## src/rtl/jddm_pkg.sv

```systemverilog
// ----------------------------------------------------------------------------
// Joystick drive mixer package
// Field widths, register indexes, reset values and mixing constants shared
// by the differential drive mixer.
// ----------------------------------------------------------------------------
package jddm_pkg;

  // Field widths of the event, result and configuration transactions.
  localparam int AXIS_W      = 8;
  localparam int VALUE_W     = 16;
  localparam int DEAD_ZONE_W = 15;
  localparam int DUTY_W      = 8;
  localparam int CFG_IDX_W   = 2;
  localparam int CFG_DATA_W  = 16;

  // Configuration register indexes.
  typedef enum logic [CFG_IDX_W-1:0] {
    REG_DEAD_ZONE  = 2'd0,
    REG_DRIVE_AXIS = 2'd1,
    REG_STEER_AXIS = 2'd2
  } cfg_reg_t;

  // Reset values of the configuration registers.
  localparam logic [DEAD_ZONE_W-1:0] DEAD_ZONE_RST  = 15'd3276;
  localparam logic [AXIS_W-1:0]      DRIVE_AXIS_RST = 8'd1;
  localparam logic [AXIS_W-1:0]      STEER_AXIS_RST = 8'd3;

  // Full-scale steer value is 2^15 - 1; the divider relies on that form.
  localparam int STEER_FULL_SCALE = 32767;
  localparam int STEER_SHIFT      = 15;
  localparam int DUTY_MAX         = 255;

endpackage

```

## src/rtl/joystick_differential_drive_mixer_core.sv

```systemverilog
// ----------------------------------------------------------------------------
// Joystick differential drive mixer core
// Turns joystick axis events into a direction flag and left/right motor
// duties, with a dead zone and exact integer steering mix.
// ----------------------------------------------------------------------------
// The core accepts one axis event per clock cycle and returns at most one
// result transaction per event, in event order. Events for the drive or
// steer axis update the held axis value in the cycle they are accepted; an
// event for any other axis, or a centered event while the held value is
// already zero, gives no result. An event passes through three registered
// stages: state update, the magnitude by steer multiply, and the divide by
// full scale with duty clamping. Each stage advances when the stage after it
// is empty or moving, so empty stages keep taking events while a finished
// result waits on out_stall, and the input stalls once all three stages hold
// an item and out_stall is high.
// Configuration writes are always ready and take effect on the next cycle.
module joystick_differential_drive_mixer_core #(
  parameter int DRIVE_SHIFT = 7
) (
  input  logic                                  clk,
  input  logic                                  rst_n,
  // Axis event channel
  input  logic                                  in_valid,
  output logic                                  in_stall,
  input  logic [jddm_pkg::AXIS_W-1:0]           in_axis_number,
  input  logic signed [jddm_pkg::VALUE_W-1:0]   in_axis_value,
  // Result channel
  output logic                                  out_valid,
  input  logic                                  out_stall,
  output logic                                  out_forward,
  output logic [jddm_pkg::DUTY_W-1:0]           out_duty_left,
  output logic [jddm_pkg::DUTY_W-1:0]           out_duty_right,
  // Configuration write channel
  input  logic                                  cfg_valid,
  output logic                                  cfg_ready,
  input  logic [jddm_pkg::CFG_IDX_W-1:0]        cfg_index,
  input  logic [jddm_pkg::CFG_DATA_W-1:0]       cfg_data
);

  import jddm_pkg::*;

  // Widths of the magnitude |drive| >> DRIVE_SHIFT, product, quotient, remainder and sums.
  localparam int MAG_W  = VALUE_W - DRIVE_SHIFT;
  localparam int PROD_W = MAG_W + VALUE_W;
  localparam int Q_W    = PROD_W - STEER_SHIFT;
  localparam int R_W    = STEER_SHIFT + 2;
  localparam int SUM_W  = MAG_W + 3;

  // Configuration registers
  logic [DEAD_ZONE_W-1:0] dead_zone_r;
  logic [AXIS_W-1:0]      drive_axis_id_r;
  logic [AXIS_W-1:0]      steer_axis_id_r;

  // Held axis values
  logic signed [VALUE_W-1:0] held_drive_r, held_drive_nxt;
  logic signed [VALUE_W-1:0] held_steer_r, held_steer_nxt;

  // Stage 1: snapshot of the mix inputs
  logic               s1_v_r, s1_v_nxt;
  logic               s1_fwd_r, s1_fwd_nxt;
  logic [MAG_W-1:0]   s1_mag_r, s1_mag_nxt;
  logic [VALUE_W-1:0] s1_steer_abs_r, s1_steer_abs_nxt;
  logic               s1_steer_neg_r, s1_steer_neg_nxt;

  // Stage 2: unsigned product
  logic               s2_v_r;
  logic               s2_fwd_r;
  logic [MAG_W-1:0]   s2_mag_r;
  logic               s2_neg_r;
  logic [PROD_W-1:0]  s2_prod_r, s2_prod_nxt;

  // Stage 3: result register
  logic               out_valid_r;
  logic               out_forward_r;
  logic [DUTY_W-1:0]  out_duty_left_r, out_duty_left_nxt;
  logic [DUTY_W-1:0]  out_duty_right_r, out_duty_right_nxt;

  // Per-stage advance
  logic s1_adv, s2_adv, s3_adv;
  logic in_accept;

  // Event decode
  logic signed [VALUE_W-1:0] dz_s;
  logic signed [VALUE_W-1:0] dz_neg_s;
  logic                      centered;
  logic                      hit_drive, hit_steer;
  logic signed [VALUE_W-1:0] held_sel;
  logic signed [VALUE_W-1:0] new_val;
  logic                      produce;
  logic [VALUE_W-1:0]        drive_abs;

  // Divide and mix
  logic [Q_W-1:0]            quot0, quot;
  logic [R_W-1:0]            rem0;
  logic signed [SUM_W-1:0]   mag_s, quot_s, sum_plus, sum_minus;

  // Clamp a signed sum to the duty range.
  function automatic logic [DUTY_W-1:0] clamp_duty(input logic signed [SUM_W-1:0] v);
    logic [DUTY_W-1:0] res;
    if (v < 0) begin
      res = '0;
    end else if (v > SUM_W'(DUTY_MAX)) begin
      res = DUTY_W'(DUTY_MAX);
    end else begin
      res = v[DUTY_W-1:0];
    end
    return res;
  endfunction

  // Handshake: each stage moves when the next one is empty or moving.
  assign s3_adv    = !out_valid_r || !out_stall;
  assign s2_adv    = !s2_v_r || s3_adv;
  assign s1_adv    = !s1_v_r || s2_adv;
  assign in_stall  = !s1_adv;
  assign in_accept = in_valid && s1_adv;
  assign cfg_ready = 1'b1;

  // Configuration writes; indexes beyond the list are ignored.
  always_ff @(posedge clk) begin
    if (!rst_n) begin
      dead_zone_r     <= DEAD_ZONE_RST;
      drive_axis_id_r <= DRIVE_AXIS_RST;
      steer_axis_id_r <= STEER_AXIS_RST;
    end else if (cfg_valid && cfg_ready) begin
      case (cfg_reg_t'(cfg_index))
        REG_DEAD_ZONE:  dead_zone_r     <= cfg_data[DEAD_ZONE_W-1:0];
        REG_DRIVE_AXIS: drive_axis_id_r <= cfg_data[AXIS_W-1:0];
        REG_STEER_AXIS: steer_axis_id_r <= cfg_data[AXIS_W-1:0];
        default: ;
      endcase
    end
  end

  // Dead zone test, axis selection and held value update.
  always_comb begin
    dz_s      = signed'({1'b0, dead_zone_r});
    dz_neg_s  = -dz_s;
    centered  = (in_axis_value > dz_neg_s) && (in_axis_value < dz_s);
    hit_drive = (in_axis_number == drive_axis_id_r);
    hit_steer = !hit_drive && (in_axis_number == steer_axis_id_r);
    held_sel  = hit_drive ? held_drive_r : held_steer_r;
    new_val   = centered ? '0 : in_axis_value;
    produce   = (hit_drive || hit_steer) && !(centered && (held_sel == '0));

    held_drive_nxt = hit_drive ? new_val : held_drive_r;
    held_steer_nxt = hit_steer ? new_val : held_steer_r;

    // Absolute values; -32768 maps to 32768 in the unsigned result.
    drive_abs = held_drive_nxt[VALUE_W-1] ? (~held_drive_nxt + 1'b1) : held_drive_nxt;

    s1_v_nxt         = in_valid && produce;
    s1_fwd_nxt       = (held_drive_nxt > 0);
    s1_mag_nxt       = drive_abs[VALUE_W-1:DRIVE_SHIFT];
    s1_steer_neg_nxt = held_steer_nxt[VALUE_W-1];
    s1_steer_abs_nxt = held_steer_nxt[VALUE_W-1] ? (~held_steer_nxt + 1'b1)
                                                 : held_steer_nxt;
  end

  always_ff @(posedge clk) begin
    if (!rst_n) begin
      held_drive_r <= '0;
      held_steer_r <= '0;
    end else if (in_accept && produce) begin
      held_drive_r <= held_drive_nxt;
      held_steer_r <= held_steer_nxt;
    end
  end

  // Stage 1 register
  always_ff @(posedge clk) begin
    if (!rst_n) begin
      s1_v_r <= 1'b0;
    end else if (s1_adv) begin
      s1_v_r <= s1_v_nxt;
    end
  end

  always_ff @(posedge clk) begin
    if (s1_adv) begin
      s1_fwd_r       <= s1_fwd_nxt;
      s1_mag_r       <= s1_mag_nxt;
      s1_steer_abs_r <= s1_steer_abs_nxt;
      s1_steer_neg_r <= s1_steer_neg_nxt;
    end
  end

  // Stage 2: magnitude times steer magnitude.
  assign s2_prod_nxt = PROD_W'(s1_mag_r) * PROD_W'(s1_steer_abs_r);

  always_ff @(posedge clk) begin
    if (!rst_n) begin
      s2_v_r <= 1'b0;
    end else if (s2_adv) begin
      s2_v_r <= s1_v_r;
    end
  end

  always_ff @(posedge clk) begin
    if (s2_adv) begin
      s2_fwd_r  <= s1_fwd_r;
      s2_mag_r  <= s1_mag_r;
      s2_neg_r  <= s1_steer_neg_r;
      s2_prod_r <= s2_prod_nxt;
    end
  end

  // Stage 3: divide by 2^15 - 1 and mix. With q0 = p >> 15 the remainder
  // p - q0 * (2^15 - 1) equals p[14:0] + q0, which stays below twice the
  // divisor, so one compare fixes the quotient.
  always_comb begin
    quot0     = s2_prod_r[PROD_W-1:STEER_SHIFT];
    rem0      = R_W'(s2_prod_r[STEER_SHIFT-1:0]) + R_W'(quot0);
    quot      = quot0 + Q_W'(rem0 >= R_W'(STEER_FULL_SCALE));
    mag_s     = signed'(SUM_W'(s2_mag_r));
    quot_s    = signed'(SUM_W'(quot));
    sum_plus  = mag_s + quot_s;
    sum_minus = mag_s - quot_s;
    // A negative steer swaps which side gets the offset.
    out_duty_left_nxt  = clamp_duty(s2_neg_r ? sum_minus : sum_plus);
    out_duty_right_nxt = clamp_duty(s2_neg_r ? sum_plus : sum_minus);
  end

  always_ff @(posedge clk) begin
    if (!rst_n) begin
      out_valid_r <= 1'b0;
    end else if (s3_adv) begin
      out_valid_r <= s2_v_r;
    end
  end

  always_ff @(posedge clk) begin
    if (s3_adv) begin
      out_forward_r    <= s2_fwd_r;
      out_duty_left_r  <= out_duty_left_nxt;
      out_duty_right_r <= out_duty_right_nxt;
    end
  end

  assign out_valid      = out_valid_r;
  assign out_forward    = out_forward_r;
  assign out_duty_left  = out_duty_left_r;
  assign out_duty_right = out_duty_right_r;

`ifndef SYNTHESIS
  // An accepted event for an unknown axis never enters the pipeline.
  a_ignore_other_axis: assert property (@(posedge clk) disable iff (!rst_n)
    (in_valid && !in_stall && !hit_drive && !hit_steer) |=> !s1_v_r)
    else $error("event for an unmapped axis produced a pipeline entry");

  // The input stalls only when every stage holds an item.
  a_stall_only_when_full: assert property (@(posedge clk) disable iff (!rst_n)
    in_stall |-> (out_valid_r && s1_v_r && s2_v_r))
    else $error("input stalled while the pipeline had a free stage");

  // The corrected quotient never exceeds 2^MAG_W.
  a_quot_bound: assert property (@(posedge clk) disable iff (!rst_n)
    s2_v_r |-> (SUM_W'(quot) <= (SUM_W'(1) << MAG_W)))
    else $error("steering quotient out of range");
`endif

endmodule
```

## config.mk

```make
export PLATFORM = sky130hd
export DESIGN_NAME = joystick_differential_drive_mixer_core
export DESIGN_NICKNAME = d
export VERILOG_FILES = /design/src/rtl/jddm_pkg.sv /design/src/rtl/joystick_differential_drive_mixer_core.sv
export SDC_FILE = /design/constraint.sdc
export NUM_CORES = 1
export LEC_CHECK = 0
export CAP_MARGIN = 20
export CORE_MARGIN = 8
export CORE_UTILIZATION = 35
export CTS_BUF_LIST = sky130_fd_sc_hd__clkbuf_8
export DETAILED_ROUTE_END_ITERATION = 8
export DONT_BUFFER_PORTS = 1
export SLEW_MARGIN = 0
export SYNTH_ARGS = -nofsm -noshare
export SYNTH_HDL_FRONTEND = slang
export SYNTH_SLANG_ARGS = --single-unit
export TNS_END_PERCENT = 100
```

## constraint.sdc

```tcl
create_clock -name clk -period 7.2 [get_ports clk]
set_input_delay 1.44 -clock clk [delete_from_list [all_inputs] [get_ports clk]]
set_output_delay 1.44 -clock clk [all_outputs]
set_load 0.005 [all_outputs]
```

==> summary.txt <==
Synthesis
  – Synth Warn #: 0
  – Mapped Nets: between 1500 and 2000
  – Netlist area before placement: 13500 µm²
  – FF+latch count, synth: between 100 and 150
  – Async set-or-reset flop fraction in the synthesized netlist: 0
  – Top cell type's share of synthesized area: 0.178
  – Synth Instances: 1466
  – Synth Flop Type: edfxtp_1
  – Syn avg cell area: a little over 9 µm²
  – Unique masters post-synth: 74
  – Post-synthesis sequential area ratio: 0.276
  – Synth top area cells: edfxtp_1, fa_1, ha_1
  – Post-synth EDFFs: 80
  – Synth area leader: edfxtp_1

STA
  – Worst-Margin Slew: between 1000 and 1500 ps
  – RSZ-0062 raised after global routing: no
  – Minimum clock period: between 5000 and 6000 ps
  – Period utilisation layout: 0.813
  – Worst rel slew slack: 0.282
  – Final setup fails: 0
  – Final Max Tran Viols: 0
  – Post-route setup slack: roughly 1300 ps
  – Endpoints failing hold: 0
  – F_max: 171 MHz
  – Final TNS setup: 0 ps
  – Clock skew: ~19 ps

Layout
  – Most common cell after layout, fill and taps aside: nand2_1
  – ANT cells: 0
  – Fill count: ~3900
  – Post-route insts no fill: ~2000
  – Layout cells sized above 1: 0.0450
  – Most frequent cells in the layout: nand2_1, inv_1, ha_1
  – Synthesis-to-layout area growth: 6.76%
  – Final net count: 1689

Pwr
  – Clock share of power: 0.401
  – Total power: roughly 0.0016 W
  – Static Leakage: between 6 and 7 nW
  – Psw: 0.000456 W
  – Cell Pwr Density: around 110 nW/µm²
  – Comb pwr share: 0.060
  – Internal Power: 0.00119 W
  – Worst VDD drop: 0.147 mV
  – Switching Share: 0.278
  – Reg power frac: 0.539

Placement
  – Routability cong.: approximately 0.83
  – Final HPWL DP: about 25000 µm
  – Dpl ws: roughly 1400 ps
  – IO Port Bufs: 0
  – Inst Count DP: slightly below 2000

Clock tree
  – Post-CTS Setup Repair Bufs: 0
  – Clock Tree Buf Depth: 2
  – Root Buffer: clkbuf_8
  – Sink Count: roughly 150
  – Post-CTS resize count: 0
  – Hold_buf cts: 0
  – CTS Buf Count: 17
  – Clk_lat worst skew: between 400 and 500 ps
  – Worst-path clk slew: ~100 ps
  – H-tree levels: 4
  – TritonCTS clock tree: built

Status
  – Outcome: completed

Floorplanning
  – Std-Cell Rows: roughly 70
  – Core area: between 30000 and 40000 µm²
  – Die area: ~45000 µm²
  – Num ports: 67
  – Chip Height: ~210 µm
  – Starting Density: 0.351
  – Die width: roughly 210 µm

Drt
  – WL/cell: between 15 and 20 µm
  – Post-DRT Antenna Nets: 0
  – Initial DRT Pass Iterations: 5
  – Initial detailed-routing violation count: 430
  – Drt drc: 0
  – DRT Wirelength: around 32000 µm
  – Vias post-DR: 10189
  – Vias per cell: between 5 and 6

GRT
  – Global-route usage over all layers: 0.147
  – Pin count of the biggest net entering global routing: between 80 and 90
  – Initial antenna violation count: 0
  – First-pass GRT wire length: approximately 54000 µm
  – Vias in the first global route: approximately 11000
  – GRT Residual Overflow: 0

Setup path
  – Kind of critical path: reg2reg
  – CP Capture Type: flop
  – Crit-path max FO: 7
  – Crit start category: flop
  – Arrival time worst endpoint: between 6000 and 7000 ps
  – Required time of the critical path: between 7000 and 8000 ps

Run
  – Max Cap Viol: 0

Worst hold path
  – HP Class: reg2reg
-- per-stage QoR --
stage / hold WS [ps] / util / instance area, µm²
after floorplan: 400 / - / 13500
after global placement: 407 / 0.365 / 14000
after detailed placement: 406 / 0.365 / 14000
after CTS: 429 / 0.375 / 14400
after global routing: 452 / 0.375 / 14400
final: 427 / 0.375 / 14400
-- power by group through the flow --
stage               clock [W]  sequential, W  combinational, W
floorplan                   0       0.000901         0.0000864
global placement            0       0.000904         0.0000953
detailed placement          0       0.000904         0.0000980
CTS                  0.000679       0.000885         0.0000986
global route         0.000713       0.000886          0.000111
finish               0.000659       0.000885         0.0000981
-- cell usage after synthesis (all sizes together), types with 16 or more instances --
cell,number
a21boi,16
a21oi,57
a31oi,20
and2,54
clkbuf,55
dfxtp,66
edfxtp,80
fa,102
ha,108
inv,144
mux2i,55
nand2,187
nand3,31
nor2,73
nor2b,31
nor3,36
nor4,24
o21a,17
o21ai,29
xnor2,65
xor2,33
-- logic make-up after synthesis --
kind of cell	count (synthesis)	synth area share
adders and majority gates	210	0.252
DFF	146	0.276
xor gates and xnor gates	98	0.0636
and+or+nand+nor	499	0.182
other	1	0.000278
buffers and inverters	209	0.0588
AOI/OAI and AO/OA	246	0.125
muxes	57	0.0425
-- routing by layer --
metal,vias to the layer above,track usage,part of all wire
li1,4983,-,-
met1,4958,0.176,0.44
met2,205,0.264,0.50
met3,43,0.0289,0.039
met4,0,0.0469,0.020
met5,-,0,0
-- registers in the layout (all words and copies together), names as in the netlist, 8 cells and up --
| signal | count |
|---|---|
| out_duty_left | 8 |
| s1_mag_r | 9 |
| held_steer_r | 16 |
| steer_axis_id_r | 8 |
| held_drive_r | 16 |
| drive_axis_id_r | 8 |
| s2_prod_r | 25 |
| dead_zone_r | 15 |
| s1_steer_abs_r | 16 |
| s2_mag_r | 9 |
| out_duty_right | 8 |
-- worst max-delay path, stage by stage, from the launching register on --
cell and delay [ps]:
edfxtp_1 500, ha_1 320, a21o_1 180, a21oi_1 360, o21ai_0 150, a21oi_1 240
o21ai_0 190, nand2_1 100, o31ai_1 70, a211o_1 340, ha_1 210, xor2_1 390
ha_1 330, a21o_1 160, a21oi_1 240, o21bai_1 130, o41a_1 480, or4_1 680
o221ai_1 270, a31oi_1 110, o21a_1 150
-- final timing paths --
kind	from	to	slack (ps)	cells past startpoint
max	s2_prod_r[16]	out_duty_right[4]	1340	20
min	s2_fwd_r	out_forward	430	0
max reg2reg	s2_prod_r[16]	out_duty_right[4]	1340	20
min reg2reg	s2_fwd_r	out_forward	430	0
-- final cells by class --
cell class / instances / area, µm² / area share
multi-input combinational: 1111 / 9000 / 0.625
sequential: 146 / 3720 / 0.259
tap: 518 / 648 / 0.0450
inverter: 145 / 544 / 0.0378
clock buffer: 17 / 234 / 0.0162
clock inverter: 15 / 165 / 0.0115
timing repair buffer: 11 / 82.6 / 0.00573
No activity file was read; power rests on OpenSTA's default activity.
